## config.mk

```make
export PLATFORM = sky130hd
export DESIGN_NAME = rgb_led_frame_remap_packetizer
export DESIGN_NICKNAME = d
export VERILOG_FILES = /design/src/hw/rtl/rlfp_pkg.sv /design/src/hw/rtl/rlfp_ram.sv /design/src/hw/rtl/rlfp_front.sv /design/src/hw/rtl/rlfp_cmd_fifo.sv /design/src/hw/rtl/rlfp_back.sv /design/src/hw/rtl/rgb_led_frame_remap_packetizer.sv
export SDC_FILE = /design/constraint.sdc
export NUM_CORES = 1
export LEC_CHECK = 0
export BUFFER_PORTS_ARGS = -buffer_cell sky130_fd_sc_hd__buf_4
export CORE_UTILIZATION = 58
export CTS_BUF_LIST = sky130_fd_sc_hd__clkbuf_4 sky130_fd_sc_hd__clkbuf_8
export DETAILED_ROUTE_END_ITERATION = 8
export PLACE_DENSITY = 0.78
export SETUP_SLACK_MARGIN = 0.5
export SYNTH_ARGS = -nofsm -noshare
export SYNTH_HDL_FRONTEND = slang
export SYNTH_SLANG_ARGS = --single-unit
```

## constraint.sdc

```tcl
create_clock -name clk -period 4 [get_ports clk]
set_input_delay 0.4 -clock clk [delete_from_list [all_inputs] [get_ports clk]]
set_output_delay 0.4 -clock clk [all_outputs]
set_load 0.01 [all_outputs]
```

## src/hw/rtl/rlfp_pkg.sv

```systemverilog
package rlfp_pkg;

  // Frame geometry and packet layout.
  localparam int LED_COUNT       = 24;
  localparam int RING_LEDS       = 18;
  localparam int ROWS_PER_COLUMN = 28;
  localparam int COLUMNS         = 3;
  localparam int MAP_COLS        = 3;
  localparam int MAP_ROWS        = 28;

  localparam int LED_W     = (LED_COUNT > 1) ? $clog2(LED_COUNT) : 1;
  localparam int RING_FILL = (RING_LEDS < LED_COUNT) ? RING_LEDS : LED_COUNT;
  localparam int STEP_W    = $clog2(ROWS_PER_COLUMN + 2);
  localparam int MAP_ROW_W = $clog2(MAP_ROWS);
  localparam int MAP_COL_W = 2;
  localparam int ROW_W     = (STEP_W > MAP_ROW_W) ? STEP_W : MAP_ROW_W;
  localparam int COLOR_W   = 24;

  localparam logic [7:0] WRITE_CMD  = 8'h80;
  localparam logic [7:0] COL_STRIDE = 8'h20;

  // Queue depths.
  localparam int CMD_DEPTH = 2;
  localparam int CMD_PTR_W = 1;
  localparam int CMD_CNT_W = 2;
  localparam int OUT_DEPTH = 4;
  localparam int OUT_PTR_W = 2;
  localparam int OUT_CNT_W = 3;

  // Item function codes.
  localparam logic [1:0] FUNC_PUT       = 2'd0;
  localparam logic [1:0] FUNC_FILL_ALL  = 2'd1;
  localparam logic [1:0] FUNC_FILL_RING = 2'd2;
  localparam logic [1:0] FUNC_SEND      = 2'd3;

  // Internal command codes.
  localparam logic [1:0] OP_PUT  = 2'd0;
  localparam logic [1:0] OP_FILL = 2'd1;
  localparam logic [1:0] OP_SEND = 2'd2;

  // Channel codes within one LED row.
  localparam logic [1:0] CH_RED   = 2'd0;
  localparam logic [1:0] CH_GREEN = 2'd1;
  localparam logic [1:0] CH_BLUE  = 2'd2;

  // Packet row to LED index and channel.
  localparam logic [4:0] MAP_LED [MAP_COLS][MAP_ROWS] = '{
    '{5'd18, 5'd18, 5'd18, 5'd23, 5'd23, 5'd23, 5'd14, 5'd14, 5'd14, 5'd11,
      5'd11, 5'd11, 5'd16, 5'd16, 5'd16, 5'd2,  5'd2,  5'd2,  5'd8,  5'd8,
      5'd8,  5'd0,  5'd0,  5'd5,  5'd5,  5'd5,  5'd0,  5'd0},
    '{5'd19, 5'd19, 5'd19, 5'd22, 5'd22, 5'd22, 5'd13, 5'd13, 5'd13, 5'd10,
      5'd10, 5'd10, 5'd17, 5'd17, 5'd17, 5'd1,  5'd1,  5'd1,  5'd7,  5'd7,
      5'd7,  5'd0,  5'd0,  5'd4,  5'd4,  5'd4,  5'd0,  5'd0},
    '{5'd20, 5'd20, 5'd20, 5'd21, 5'd21, 5'd21, 5'd12, 5'd12, 5'd12, 5'd9,
      5'd9,  5'd9,  5'd15, 5'd15, 5'd15, 5'd0,  5'd0,  5'd0,  5'd6,  5'd6,
      5'd6,  5'd0,  5'd0,  5'd3,  5'd3,  5'd3,  5'd0,  5'd0}
  };

  // The channel pattern is the same for every column.
  localparam logic [1:0] MAP_CH [MAP_ROWS] = '{
    CH_RED, CH_BLUE, CH_GREEN, CH_RED, CH_BLUE, CH_GREEN, CH_RED, CH_GREEN,
    CH_BLUE, CH_BLUE, CH_GREEN, CH_RED, CH_RED, CH_GREEN, CH_BLUE, CH_RED,
    CH_GREEN, CH_BLUE, CH_RED, CH_GREEN, CH_BLUE, CH_RED, CH_RED, CH_RED,
    CH_GREEN, CH_BLUE, CH_RED, CH_RED
  };

  typedef struct packed {
    logic [1:0]  func;
    logic [7:0]  first_led;
    logic [7:0]  run_length;
    logic [7:0]  run_position;
    logic [15:0] red;
    logic [15:0] green;
    logic [15:0] blue;
    logic [1:0]  column;
  } in_item_t;

  typedef struct packed {
    logic [7:0] packet_byte;
    logic       last_byte;
  } out_item_t;

  // For a put, led_idx is the target LED; for a fill, the last LED written.
  typedef struct packed {
    logic [1:0]           op;
    logic [LED_W-1:0]     led_idx;
    logic [COLOR_W-1:0]   color;
    logic [MAP_COL_W-1:0] col;
  } cmd_t;

endpackage

```

## src/hw/rtl/rlfp_ram.sv

```systemverilog
module rlfp_ram #(
  parameter int WIDTH = 8,
  parameter int DEPTH = 2
) (
  input  logic                                   clk,
  input  logic                                   wr_en,
  input  logic [((DEPTH > 1) ? $clog2(DEPTH) : 1)-1:0] wr_addr,
  input  logic [WIDTH-1:0]                       wr_data,
  input  logic                                   rd_en,
  input  logic [((DEPTH > 1) ? $clog2(DEPTH) : 1)-1:0] rd_addr,
  output logic [WIDTH-1:0]                       rd_data
);

  logic [WIDTH-1:0] mem_r [DEPTH];

  // Single write port.
  always_ff @(posedge clk) begin
    if (wr_en) begin
      mem_r[wr_addr] <= wr_data;
    end
  end

  // Registered read port.
  always_ff @(posedge clk) begin
    if (rd_en) begin
      rd_data <= mem_r[rd_addr];
    end
  end

endmodule

```

## src/hw/rtl/rlfp_front.sv

```systemverilog
module rlfp_front (
  input  logic              push,
  input  rlfp_pkg::in_item_t in_item,
  output logic              full,
  input  logic              cmd_full,
  output logic              cmd_push,
  output rlfp_pkg::cmd_t    cmd
);
  import rlfp_pkg::*;

  logic [8:0] run_end;
  logic [7:0] led_sum;
  logic       put_ok;
  logic       send_ok;
  logic       keep;

  // Range checks for a put-color run and for a send column.
  assign run_end = {1'b0, in_item.first_led} + {1'b0, in_item.run_length};
  assign led_sum = in_item.first_led + in_item.run_position;
  assign put_ok  = ({1'b0, in_item.first_led} < 9'(LED_COUNT)) &&
                   (run_end <= 9'(LED_COUNT)) &&
                   (in_item.run_position < in_item.run_length);
  assign send_ok = (4'(in_item.column) < 4'(COLUMNS)) &&
                   (4'(in_item.column) < 4'(MAP_COLS));

  // Turn the item into a command, or drop it when it has no effect.
  always_comb begin
    keep        = 1'b0;
    cmd.op      = OP_PUT;
    cmd.led_idx = LED_W'(led_sum);
    cmd.color   = {in_item.blue[14:7], in_item.green[14:7], in_item.red[14:7]};
    cmd.col     = in_item.column;
    case (in_item.func)
      FUNC_PUT: begin
        keep = put_ok;
      end
      FUNC_FILL_ALL: begin
        keep        = 1'b1;
        cmd.op      = OP_FILL;
        cmd.led_idx = LED_W'(LED_COUNT - 1);
        cmd.color   = {in_item.blue[7:0], in_item.green[7:0], in_item.red[7:0]};
      end
      FUNC_FILL_RING: begin
        keep        = 1'b1;
        cmd.op      = OP_FILL;
        cmd.led_idx = LED_W'(RING_FILL - 1);
        cmd.color   = {in_item.blue[7:0], in_item.green[7:0], in_item.red[7:0]};
      end
      FUNC_SEND: begin
        keep   = send_ok;
        cmd.op = OP_SEND;
      end
      default: begin
        keep = 1'b0;
      end
    endcase
  end

  assign full     = cmd_full;
  assign cmd_push = push && !cmd_full && keep;

endmodule

```

## src/hw/rtl/rlfp_cmd_fifo.sv

```systemverilog
module rlfp_cmd_fifo (
  input  logic           clk,
  input  logic           rst_n,
  input  logic           cmd_push,
  input  rlfp_pkg::cmd_t cmd_in,
  output logic           cmd_full,
  input  logic           cmd_pop,
  output logic           cmd_valid,
  output rlfp_pkg::cmd_t cmd_out
);
  import rlfp_pkg::*;

  cmd_t                 slot_r [CMD_DEPTH];
  logic [CMD_PTR_W-1:0] wptr_r, wptr_nxt;
  logic [CMD_PTR_W-1:0] rptr_r, rptr_nxt;
  logic [CMD_CNT_W-1:0] cnt_r, cnt_nxt;
  logic                 do_push;
  logic                 do_pop;

  assign cmd_full  = (cnt_r == CMD_CNT_W'(CMD_DEPTH));
  assign cmd_valid = (cnt_r != '0);
  assign cmd_out   = slot_r[rptr_r];
  assign do_push   = cmd_push && !cmd_full;
  assign do_pop    = cmd_pop && cmd_valid;

  // Pointer and occupancy update.
  always_comb begin
    wptr_nxt = do_push ? wptr_r + 1'b1 : wptr_r;
    rptr_nxt = do_pop ? rptr_r + 1'b1 : rptr_r;
    cnt_nxt  = cnt_r + CMD_CNT_W'(do_push) - CMD_CNT_W'(do_pop);
  end

  always_ff @(posedge clk) begin
    if (!rst_n) begin
      wptr_r <= '0;
      rptr_r <= '0;
      cnt_r  <= '0;
    end else begin
      wptr_r <= wptr_nxt;
      rptr_r <= rptr_nxt;
      cnt_r  <= cnt_nxt;
    end
  end

  // Command storage.
  always_ff @(posedge clk) begin
    if (do_push) begin
      slot_r[wptr_r] <= cmd_in;
    end
  end

endmodule

```

## src/hw/rtl/rlfp_back.sv

```systemverilog
module rlfp_back (
  input  logic                clk,
  input  logic                rst_n,
  input  logic                cmd_valid,
  input  rlfp_pkg::cmd_t      cmd,
  output logic                cmd_pop,
  input  logic                pop,
  output logic                empty,
  output rlfp_pkg::out_item_t out_item
);
  import rlfp_pkg::*;

  localparam logic [1:0] ST_IDLE = 2'd0;
  localparam logic [1:0] ST_FILL = 2'd1;
  localparam logic [1:0] ST_SEND = 2'd2;

  logic [1:0]           state_r, state_nxt;
  logic [LED_W-1:0]     cnt_r, cnt_nxt;
  logic [LED_W-1:0]     fill_last_r, fill_last_nxt;
  logic [COLOR_W-1:0]   color_r, color_nxt;
  logic [MAP_COL_W-1:0] col_r, col_nxt;
  logic [STEP_W-1:0]    step_r, step_nxt;
  logic [LED_COUNT-1:0] vld_r, vld_nxt;

  // Byte stage between the memory read and the output queue.
  logic       pend_r, pend_nxt;
  logic       pend_ram_r, pend_ram_nxt;
  logic       pend_vld_r, pend_vld_nxt;
  logic [1:0] pend_ch_r, pend_ch_nxt;
  logic [7:0] pend_const_r, pend_const_nxt;
  logic       pend_last_r, pend_last_nxt;

  // Output queue.
  out_item_t            oq_r [OUT_DEPTH];
  logic [OUT_PTR_W-1:0] owptr_r, orptr_r;
  logic [OUT_CNT_W-1:0] ocnt_r, ocnt_nxt;
  logic                 o_pop;
  out_item_t            o_wr;

  // Frame store port signals.
  logic                 wr_en;
  logic [LED_W-1:0]     wr_addr;
  logic [COLOR_W-1:0]   wr_data;
  logic                 rd_en;
  logic [LED_W-1:0]     rd_addr;
  logic [COLOR_W-1:0]   rd_data;

  logic                 room;
  logic [ROW_W-1:0]     row;
  logic [4:0]           map_led;
  logic [7:0]           ch_byte;

  rlfp_ram #(
    .WIDTH (COLOR_W),
    .DEPTH (LED_COUNT)
  ) u_store (
    .clk     (clk),
    .wr_en   (wr_en),
    .wr_addr (wr_addr),
    .wr_data (wr_data),
    .rd_en   (rd_en),
    .rd_addr (rd_addr),
    .rd_data (rd_data)
  );

  assign room    = (ocnt_r + OUT_CNT_W'(pend_r)) < OUT_CNT_W'(OUT_DEPTH);
  assign row     = ROW_W'(step_r) - ROW_W'(2);
  assign map_led = MAP_LED[col_r][row[MAP_ROW_W-1:0]];
  assign cmd_pop = (state_r == ST_IDLE) && cmd_valid;

  // Sequencer: takes one command and carries it out.
  always_comb begin
    state_nxt      = state_r;
    cnt_nxt        = cnt_r;
    fill_last_nxt  = fill_last_r;
    color_nxt      = color_r;
    col_nxt        = col_r;
    step_nxt       = step_r;
    vld_nxt        = vld_r;
    wr_en          = 1'b0;
    wr_addr        = cnt_r;
    wr_data        = color_r;
    rd_en          = 1'b0;
    rd_addr        = LED_W'(map_led);
    pend_nxt       = 1'b0;
    pend_ram_nxt   = 1'b0;
    pend_vld_nxt   = 1'b0;
    pend_ch_nxt    = MAP_CH[row[MAP_ROW_W-1:0]];
    pend_const_nxt = 8'd0;
    pend_last_nxt  = (step_r == STEP_W'(ROWS_PER_COLUMN + 1));
    case (state_r)
      ST_IDLE: begin
        if (cmd_valid) begin
          case (cmd.op)
            OP_PUT: begin
              wr_en                = 1'b1;
              wr_addr              = cmd.led_idx;
              wr_data              = cmd.color;
              vld_nxt[cmd.led_idx] = 1'b1;
            end
            OP_FILL: begin
              cnt_nxt       = '0;
              fill_last_nxt = cmd.led_idx;
              color_nxt     = cmd.color;
              state_nxt     = ST_FILL;
            end
            OP_SEND: begin
              col_nxt   = cmd.col;
              step_nxt  = '0;
              state_nxt = ST_SEND;
            end
            default: begin
              state_nxt = ST_IDLE;
            end
          endcase
        end
      end
      ST_FILL: begin
        wr_en          = 1'b1;
        vld_nxt[cnt_r] = 1'b1;
        cnt_nxt        = cnt_r + 1'b1;
        if (cnt_r == fill_last_r) begin
          state_nxt = ST_IDLE;
        end
      end
      ST_SEND: begin
        if (room) begin
          pend_nxt = 1'b1;
          step_nxt = step_r + 1'b1;
          if (step_r == STEP_W'(0)) begin
            pend_const_nxt = WRITE_CMD;
          end else if (step_r == STEP_W'(1)) begin
            pend_const_nxt = 8'(col_r) * COL_STRIDE;
          end else if ((row < ROW_W'(MAP_ROWS)) &&
                       (7'(map_led) < 7'(LED_COUNT))) begin
            rd_en        = 1'b1;
            pend_ram_nxt = 1'b1;
            pend_vld_nxt = vld_r[LED_W'(map_led)];
          end
          if (pend_last_nxt) begin
            state_nxt = ST_IDLE;
          end
        end
      end
      default: begin
        state_nxt = ST_IDLE;
      end
    endcase
  end

  // Channel pick from the row that the store read in the cycle before.
  always_comb begin
    case (pend_ch_r)
      CH_RED:   ch_byte = rd_data[7:0];
      CH_GREEN: ch_byte = rd_data[15:8];
      CH_BLUE:  ch_byte = rd_data[23:16];
      default:  ch_byte = 8'd0;
    endcase
    if (pend_ram_r) begin
      o_wr.packet_byte = pend_vld_r ? (ch_byte >> 2) : 8'd0;
    end else begin
      o_wr.packet_byte = pend_const_r;
    end
    o_wr.last_byte = pend_last_r;
  end

  // Output queue control.
  assign empty    = (ocnt_r == '0);
  assign out_item = oq_r[orptr_r];
  assign o_pop    = pop && !empty;
  assign ocnt_nxt = ocnt_r + OUT_CNT_W'(pend_r) - OUT_CNT_W'(o_pop);

  always_ff @(posedge clk) begin
    if (!rst_n) begin
      state_r <= ST_IDLE;
      vld_r   <= '0;
      pend_r  <= 1'b0;
      owptr_r <= '0;
      orptr_r <= '0;
      ocnt_r  <= '0;
    end else begin
      state_r <= state_nxt;
      vld_r   <= vld_nxt;
      pend_r  <= pend_nxt;
      owptr_r <= pend_r ? owptr_r + 1'b1 : owptr_r;
      orptr_r <= o_pop ? orptr_r + 1'b1 : orptr_r;
      ocnt_r  <= ocnt_nxt;
    end
  end

  // Working registers and queue storage.
  always_ff @(posedge clk) begin
    cnt_r        <= cnt_nxt;
    fill_last_r  <= fill_last_nxt;
    color_r      <= color_nxt;
    col_r        <= col_nxt;
    step_r       <= step_nxt;
    pend_ram_r   <= pend_ram_nxt;
    pend_vld_r   <= pend_vld_nxt;
    pend_ch_r    <= pend_ch_nxt;
    pend_const_r <= pend_const_nxt;
    pend_last_r  <= pend_last_nxt;
    if (pend_r) begin
      oq_r[owptr_r] <= o_wr;
    end
  end

endmodule

```

## src/hw/rtl/rgb_led_frame_remap_packetizer.sv

```systemverilog
// RGB frame store of 24 LEDs with a column packetizer. Items enter a two-deep
// command queue after classification, so the input side keeps accepting while
// earlier work is carried out. The back end takes each command from the queue
// while it is idle; a put-color item is written in the same cycle as its
// command is taken. A fill then writes the LEDs in turn in the fill state, all
// 24 for fill-all and the first 18 for fill-ring, since the store is one RAM
// row per LED with a single write port. A send-column item issues 30 packet
// bytes from the store's single read port, one byte a cycle while the result
// queue has room. Each byte passes the byte stage registers and is written to
// the result queue that feeds the result ports; the back end keeps that pace
// while the consumer pops every cycle, and a four-entry result queue absorbs
// stalls on the result side. Items that have no effect are dropped at the
// front without using the back end. The store reads as zero after reset
// through per-LED valid bits, so no clearing pass is needed.
module rgb_led_frame_remap_packetizer (
  input  logic                clk,
  input  logic                rst_n,
  input  logic                push,
  input  rlfp_pkg::in_item_t  in_item,
  output logic                full,
  input  logic                pop,
  output logic                empty,
  output rlfp_pkg::out_item_t out_item
);
  import rlfp_pkg::*;

  logic cmd_push;
  logic cmd_full;
  logic cmd_pop;
  logic cmd_valid;
  cmd_t cmd_in;
  cmd_t cmd_out;

  // Front end: accepts and classifies each transaction.
  rlfp_front u_front (
    .push     (push),
    .in_item  (in_item),
    .full     (full),
    .cmd_full (cmd_full),
    .cmd_push (cmd_push),
    .cmd      (cmd_in)
  );

  // Queue between the front and back ends.
  rlfp_cmd_fifo u_cmd_fifo (
    .clk       (clk),
    .rst_n     (rst_n),
    .cmd_push  (cmd_push),
    .cmd_in    (cmd_in),
    .cmd_full  (cmd_full),
    .cmd_pop   (cmd_pop),
    .cmd_valid (cmd_valid),
    .cmd_out   (cmd_out)
  );

  // Back end: frame store updates and packet generation.
  rlfp_back u_back (
    .clk       (clk),
    .rst_n     (rst_n),
    .cmd_valid (cmd_valid),
    .cmd       (cmd_out),
    .cmd_pop   (cmd_pop),
    .pop       (pop),
    .empty     (empty),
    .out_item  (out_item)
  );

endmodule
```

==> impl_metrics.csv, run 1 <==
group,metric,value,unit
status,status,"completed",
synthesis,synthFlopType,"edfxtp_1",
timing,period_needed,3.466,ns
synthesis,synthCells,1819,
cells_and_area,layout_common_cells,"edfxtp_1 (575), mux2i_1 (206), buf_4 (146), nand2_1 (124), clkbuf_8 (106)",
pwr,vdd.ir_drop.worst,619.0,µV
pwr,power_density,699.0,nW/µm²
worst_setup_path,cp-end-kind,"flip-flop",
placed_design,post-place-ws,0.4014,ns
placed_design,dpl-instance-area,28300,µm²
timing,skew,0.03815,ns
clock_tree,tritoncts,"yes",
die,io_pins,91,
clock_tree,clk_pin_slew,0.06,ns
grt,grt_max_degree,74,
worst_setup_path,crit_start,"u_back.col_r[0]$_DFFE_PP_",
cells_and_area,multi_input_area,7990,µm²
synthesis,synth.distinct_cells,75,
detailed_routing,drtAntennaViolNets,0,
synthesis,synth-edff-count,575,
clock_tree,cts_made_buffers,95,
timing,post-route-period-util,0.8666,
timing,slew_viol_final,0,
run,max_cap_viol_count,0,
cells_and_area,area.sequential,18250,µm²
timing,setup_violations,0,
grt,grt_overflow,0,
detailed_routing,vias_per_cell,5.988,
worst_setup_path,crit_path_max_fanout,31,
grt,grt_pass1_vias,15800,
synthesis,netlist_top_cells_area,"edfxtp_1 (64%), mux2i_1 (7.7%), dfxtp_1 (3.7%)",
grt,grt_use_total,0.2475,
timing,finalWorstSetupSlack,0.5337,ns
worst_setup_path,crit_family,"compound AO/OA/AOI/OAI gates",
placed_design,dp_hpwl,35.91,mm
worst_setup_path,crit_path_top_delay_cell,"edfxtp_1",
synthesis,ys_ff_latch,624,
cells_and_area,final_common_cell,"edfxtp_1",
hold_path,hp-start,"in_item[22]",
cells_and_area,final_net_count,2116,
timing,grt_setup_unrepaired,"true",
synthesis,ys_seq_area_frac,0.6810,
worst_setup_path,rr_startpoint,"u_back.col_r[0]$_DFFE_PP_",
synthesis,synth.largest_area_cell,"edfxtp_1",
detailed_routing,vias,15965,
detailed_routing,finalWirelength,58.17,mm
die,core_area,45480,µm²
placed_design,port_buffers,78,
die,rows,78,
cells_and_area,final_cells,2666,
worst_setup_path,crit_chain,"inv_1 > ha_1 > and3b_1 > a211oi_1 > o32ai_4 > o21ai_4 > buf_12 > buf_4 > a211oi_1 > a31oi_1 > o21ai_1 > o22ai_1",
detailed_routing,drc,0,
clock_tree,clk_path_buf_depth,3,
worst_setup_path,path_class,"reg -> reg",
worst_setup_path,required,4.49,ns
cells_and_area,syn2layout_area_growth,14.10,%
synthesis,synth_nets,1948,
clock_tree,cts-root-buf,"clkbuf_8",
worst_setup_path,crit_top_cell,"a211oi_1",
timing,maxSlewHeadroom,0.2924,
detailed_routing,post_drt_wl_per_cell,21.82,µm
die,fp.dieW,216.9,µm
grt,grt_pass1_wl,88.89,mm
worst_setup_path,crit_arrival,3.95,ns
detailed_routing,initialDrtViolationCount,1262,
synthesis,syn_area,26800,µm²
worst_setup_path,cp_num_buf_inv,3,
timing,holdWs,0.07213,ns
hold_path,min_path_type,"in -> reg",
timing,final_hold_viol_count,0,
synthesis,synth.top_cell.area_share,0.6443,
synthesis,ys_warn_count,0,
cells_and_area,final_util,0.6723,
synthesis,avgSynthCellArea,14.73,µm²
cells_and_area,num_antenna_cells,0,
die,die-height,216.9,µm
placed_design,place_inst,2466,
detailed_routing,first_pass_iters,5,
cells_and_area,stdcell_area,30570,µm²
synthesis,async_flop_share,0,
pwr,power.total,21.37,mW
timing,max_freq,288.5,MHz
placed_design,routabilityCongestion,0.8691,
cells_and_area,drive_above_1_share,0.2023,
die,dieArea,47070,µm²
timing,worst_slew_pin_slew,1.061,ns
cells_and_area,n_fill_cell,3104,
grt,grt_antenna_before_repair,0,
worst_setup_path,max_stage_delay,0.45,ns
clock_tree,cts.htree.levels,3,
die,start_util,0.5892,
worst_setup_path,cp-start-kind,"flip-flop",
clock_tree,cts.sinks,624,
timing,setup_tns,0,ns
pwr,p_leak,10.70,nW
clock_tree,clk_latency,0.67,ns
[final timing paths]
kind / to / depth (start not counted) / slack (ns)
max reg2reg: u_back.u_store.rd_data[22]$_DFFE_PP_ / 12 / 0.53
min: u_cmd_fifo.slot_r[1][14]$_DFFE_PP_ / 3 / 0.07
min reg2reg: u_back.vld_r[22]$_SDFFE_PN0P_ / 2 / 0.49
max: u_back.u_store.rd_data[22]$_DFFE_PP_ / 12 / 0.53
[layout make-up]
type,instances,share of cell area
Clock buffer,136,0.05508
Multi-Input combinational cell,1044,0.2613
Timing Repair Buffer,164,0.04735
Clock inverter,40,0.007735
Sequential cell,624,0.5968
Inverter,58,0.007121
Tap cell,600,0.02455
[cell families (layout without fill, tap and decap cells)]
family          count (synthesis)  after routing  synth area share
xor+xnor                       27             28          0.009525
mux                           260            260            0.1038
simple gates                  379            380           0.07023
flops                         624            624            0.6810
fa+ha+maj                      49             49           0.02344
buf+inv                       154            398           0.02741
compound gates                326            327           0.08461
[sequential cells by signal, indices dropped and copies added (netlist names), 2 cells and up, named ones only]
register,cells
u_back.pend_const_r,3
u_back.color_r,18
u_back.owptr_r,2
u_back.state_r,2
u_cmd_fifo.cnt_r,2
u_back.pend_ch_r,2
u_back.col_r,2
u_back.fill_last_r,5
u_back.u_store.rd_data,18
u_cmd_fifo.slot_r,54
u_back.orptr_r,2
u_back.vld_r,24
u_back.ocnt_r,3
u_back.u_store.mem_r,432
u_back.cnt_r,5
u_back.step_r,5
u_back.oq_r,36
[worst register-to-register path: stages (launching register included)]
cell	delay [ns]
edfxtp_1	0.45
inv_1	0.13
ha_1	0.31
and3b_1	0.22
a211oi_1	0.36
o32ai_4	0.23
o21ai_4	0.43
buf_12	0.26
buf_4	0.23
a211oi_1	0.09
a31oi_1	0.28
o21ai_1	0.10
o22ai_1	0.22
[layer usage]
layer  GRT usage  part of all wire
met2      0.4083              0.49
met5           0                 0
met3     0.04416             0.076
met4     0.08897             0.025
met1      0.3315              0.41
[where the power goes]
part           switching [mW]  internal (mW)  total, mW
logic                    4.88           3.12       8.00
clock network            2.38           2.85       5.22
registers               0.223           7.93       8.15
total                    7.48           13.9       21.4
[synthesized netlist by cell type, types with 33 or more instances]
| cell type | instances |
|---|---|
| a211oi_1 | 42 |
| mux2_2 | 44 |
| mux2i_1 | 206 |
| nor2b_1 | 39 |
| nor2_1 | 69 |
| o21ai_0 | 49 |
| edfxtp_1 | 575 |
| inv_1 | 57 |
| dfxtp_1 | 49 |
| clkbuf_1 | 33 |
| nand2_1 | 124 |
| a21oi_1 | 47 |
| ha_1 | 47 |
| a221oi_1 | 37 |
| and2_1 | 45 |
| a311oi_1 | 35 |
[what timing repair did]
action | in CTS | in global routing
gates resized for setup | 1 | 25
gates cloned | 1 | 3
buffers inserted | 7 | 11
endpoints found under the hold margin | 4 | 0
pin swaps | 3 | 6
endpoints found under the setup margin | 16 | 18
hold buffers | 2 | 0
(Power assumes the default switching activity.)
==> run 2, diff against run 1 <==
Settings changed: CORE_ASPECT_RATIO from default to 1.75, CORE_UTILIZATION 58 to 56, CTS_BUF_LIST sky130_fd_sc_hd__clkbuf_4 sky130_fd_sc_hd__clkbuf_8 to default, CTS_CLUSTER_DIAMETER from default to 120, PLACE_DENSITY 0.78 to 0.76.
==> impl_metrics.csv, run 2 (synthesized netlist as in run 1, its figures left out) <==
group,metric,value,unit
status,status,"completed",
clock_tree,cts-root-buf,"clkbuf_16",
worst_setup_path,crit_chain,"inv_2 > ha_2 > xnor2_4 > buf_4 > nor4_1 > o32ai_2 > o21a_4 > buf_12 > and2_0 > a211oi_1 > a311oi_1 > o21bai_1 > nand3_1",
detailed_routing,drc,0,
worst_setup_path,cp-start-kind,"flip-flop",
placed_design,dp_hpwl,38.24,mm
detailed_routing,post_drt_wl_per_cell,22.05,µm
hold_path,hold_depth,1,
timing,max_freq,295.2,MHz
cells_and_area,syn2layout_area_growth,12.32,%
clock_tree,tritoncts,"yes",
clock_tree,cts_made_buffers,47,
detailed_routing,first_pass_iters,5,
die,core_area,47030,µm²
cells_and_area,final_net_count,2070,
grt,grt_max_degree,49,
grt,grt_antenna_before_repair,0,
worst_setup_path,reg2reg_depth,13,
detailed_routing,wl_met3,2.301,mm
worst_setup_path,rrSetupSlack,0.61,ns
pwr,vdd.ir_drop.worst,500.8,µV
worst_setup_path,crit_family,"compound AO/OA/AOI/OAI gates",
die,fp.dieW,167.4,µm
clock_tree,cts_hold_buf,0,
pwr,p_leak,10.47,nW
timing,final_hold_viol_count,0,
die,io_pins,91,
detailed_routing,initialDrtViolationCount,1033,
grt,grt_pass1_wl,86.81,mm
timing,post-route-period-util,0.8467,
detailed_routing,topRoutingLayerUsed,"met4",
timing,setup_violations,0,
cells_and_area,drive_above_1_share,0.1702,
hold_path,min_path_type,"in -> reg",
worst_setup_path,cp_num_buf_inv,3,
die,rows,105,
placed_design,place_inst,2459,
hold_path,min_to,"u_cmd_fifo.slot_r[0][1]$_DFFE_PP_",
worst_setup_path,required,4.44,ns
worst_setup_path,crit_path_top_delay_cell,"o32ai_2",
cells_and_area,final_common_cell,"edfxtp_1",
worst_setup_path,crit_arrival,3.83,ns
detailed_routing,vias_per_cell,6.021,
timing,holdWs,0.03911,ns
die,dieArea,48770,µm²
timing,setup_tns,0,ns
worst_setup_path,rr_startpoint,"u_back.step_r[1]$_SDFFCE_PN0P_",
cells_and_area,largest_register_ffs,432,
placed_design,routabilityCongestion,0.8651,
detailed_routing,finalWirelength,56.63,mm
timing,period_needed,3.387,ns
timing,slew_viol_final,0,
grt,grt_pass1_vias,15695,
hold_path,hp-start,"in_item[1]",
cells_and_area,top_register,"u_back.u_store.mem_r",
clock_tree,cts.sinks,624,
worst_setup_path,cp-end-kind,"flip-flop",
cells_and_area,num_antenna_cells,0,
cells_and_area,largest_registers,"u_back.u_store.mem_r x432, u_cmd_fifo.slot_r x54, u_back.oq_r x36",
clock_tree,cts.htree.levels,2,
die,die-height,291.4,µm
clock_tree,clk_path_buf_depth,3,
timing,maxSlewHeadroom,0.1977,
run,max_cap_viol_count,0,
timing,grt_setup_unrepaired,"false",
worst_setup_path,crit_path_max_fanout,48,
worst_setup_path,r2r-end,"u_back.u_store.rd_data[18]$_DFFE_PP_",
cells_and_area,final_cells,2568,
clock_tree,clk_latency,0.58,ns
detailed_routing,routedLengthMet1,20.29,mm
pwr,power_density,687.5,nW/µm²
worst_setup_path,path_class,"reg -> reg",
detailed_routing,vias,15463,
timing,skew,0.02302,ns
worst_setup_path,max_stage_delay,0.45,ns
grt,grt_use_total,0.2336,
die,start_util,0.5698,
placed_design,port_buffers,78,
detailed_routing,drtAntennaViolNets,0,
clock_tree,clk_pin_slew,0.07,ns
timing,worst_slew_pin_slew,1.202,ns
grt,grt_overflow,0,
detailed_routing,wl_met2,31.65,mm
cells_and_area,layout_common_cells,"edfxtp_1 (575), mux2i_1 (206), buf_4 (151), nand2_1 (123), nor2_1 (61)",
==> run 2: cell types whose count changed in the layout (fill, tap and decap cells not counted), moves of 3 or more <==
cell,previous run,this run
clkbuf_8,106,1
clkbuf_16,1,48
clkbuf_4,30,0
clkinv_1,23,6
o21bai_1,6,17
o21bai_2,11,0
buf_4,146,151
clkbuf_1,0,5
clkinvlp_4,0,5
nor2_1,65,61
nor2_2,5,9
clkinv_4,1,4
==> run 2: layer usage <==
metal  GRT usage  up-vias
li1            -     7179
met1      0.2538     7683
met2      0.4512      482
met3     0.02216      119
met4      0.1065        0
met5           0        -
==> run 2: final cells by class <==
class	instances	area [µm²]
Clock inverter	34	312.8
Sequential cell	624	18250
Timing Repair Buffer	166	1425
Multi-Input combinational cell	1044	7925
Tap cell	588	735.7
Clock buffer	54	1234
Inverter	58	217.7
Fill cell	3293	16940
==> run 2: worst max path at each step <==
stage,startpoint,end,slack (ns),depth (start not counted)
after floorplan,in_item[58],u_cmd_fifo.slot_r[0][0]$_DFFE_PP_,0.66,10
after global placement,u_back.col_r[1]$_DFFE_PP_,u_back.u_store.rd_data[11]$_DFFE_PP_,0.30,13
after detailed placement,u_back.step_r[2]$_SDFFCE_PN0P_,u_back.u_store.rd_data[12]$_DFFE_PP_,0.21,12
after CTS,u_back.step_r[2]$_SDFFCE_PN0P_,u_back.u_store.rd_data[15]$_DFFE_PP_,0.54,12
after global routing,u_back.col_r[1]$_DFFE_PP_,u_back.u_store.rd_data[12]$_DFFE_PP_,0.50,13
final,u_back.step_r[1]$_SDFFCE_PN0P_,u_back.u_store.rd_data[18]$_DFFE_PP_,0.61,13
==> run 2: repair_timing <==
| action | in CTS | in global routing |
|---|---|---|
| setup buffers | 14 | 4 |
| cloned | 2 | 1 |
| pin swaps | 4 | 4 |
| setup endpoints to repair | 18 | 19 |
| resized for setup | 5 | 6 |
==> run 2: worst reg2reg max path, stage by stage, from the launching register on <==
cell	delay, ns
edfxtp_1	0.40
inv_2	0.15
ha_2	0.28
xnor2_4	0.19
buf_4	0.18
nor4_1	0.05
o32ai_2	0.45
o21a_4	0.33
buf_12	0.26
and2_0	0.20
a211oi_1	0.06
a311oi_1	0.44
o21bai_1	0.18
nand3_1	0.11
==> run 2: where the power goes <==
| group | switching (mW) | internal (mW) |
|---|---|---|
| sequential | 0.225 | 7.92 |
| clock | 2.17 | 2.51 |
| combinational | 4.76 | 3.11 |
==> run 2: through the flow <==
stage                     cell area, µm²    util  setup WS (ns)  power, mW
after global routing               30100  0.6399         0.5028      21.57
after detailed placement           28310  0.6019         0.2053      15.71
final                              30100  0.6399         0.6130      20.69
after floorplan                    26810       -         0.6592      13.61
after global placement             28310  0.6019         0.2955      15.47
after CTS                          30040  0.6387         0.5364      20.63
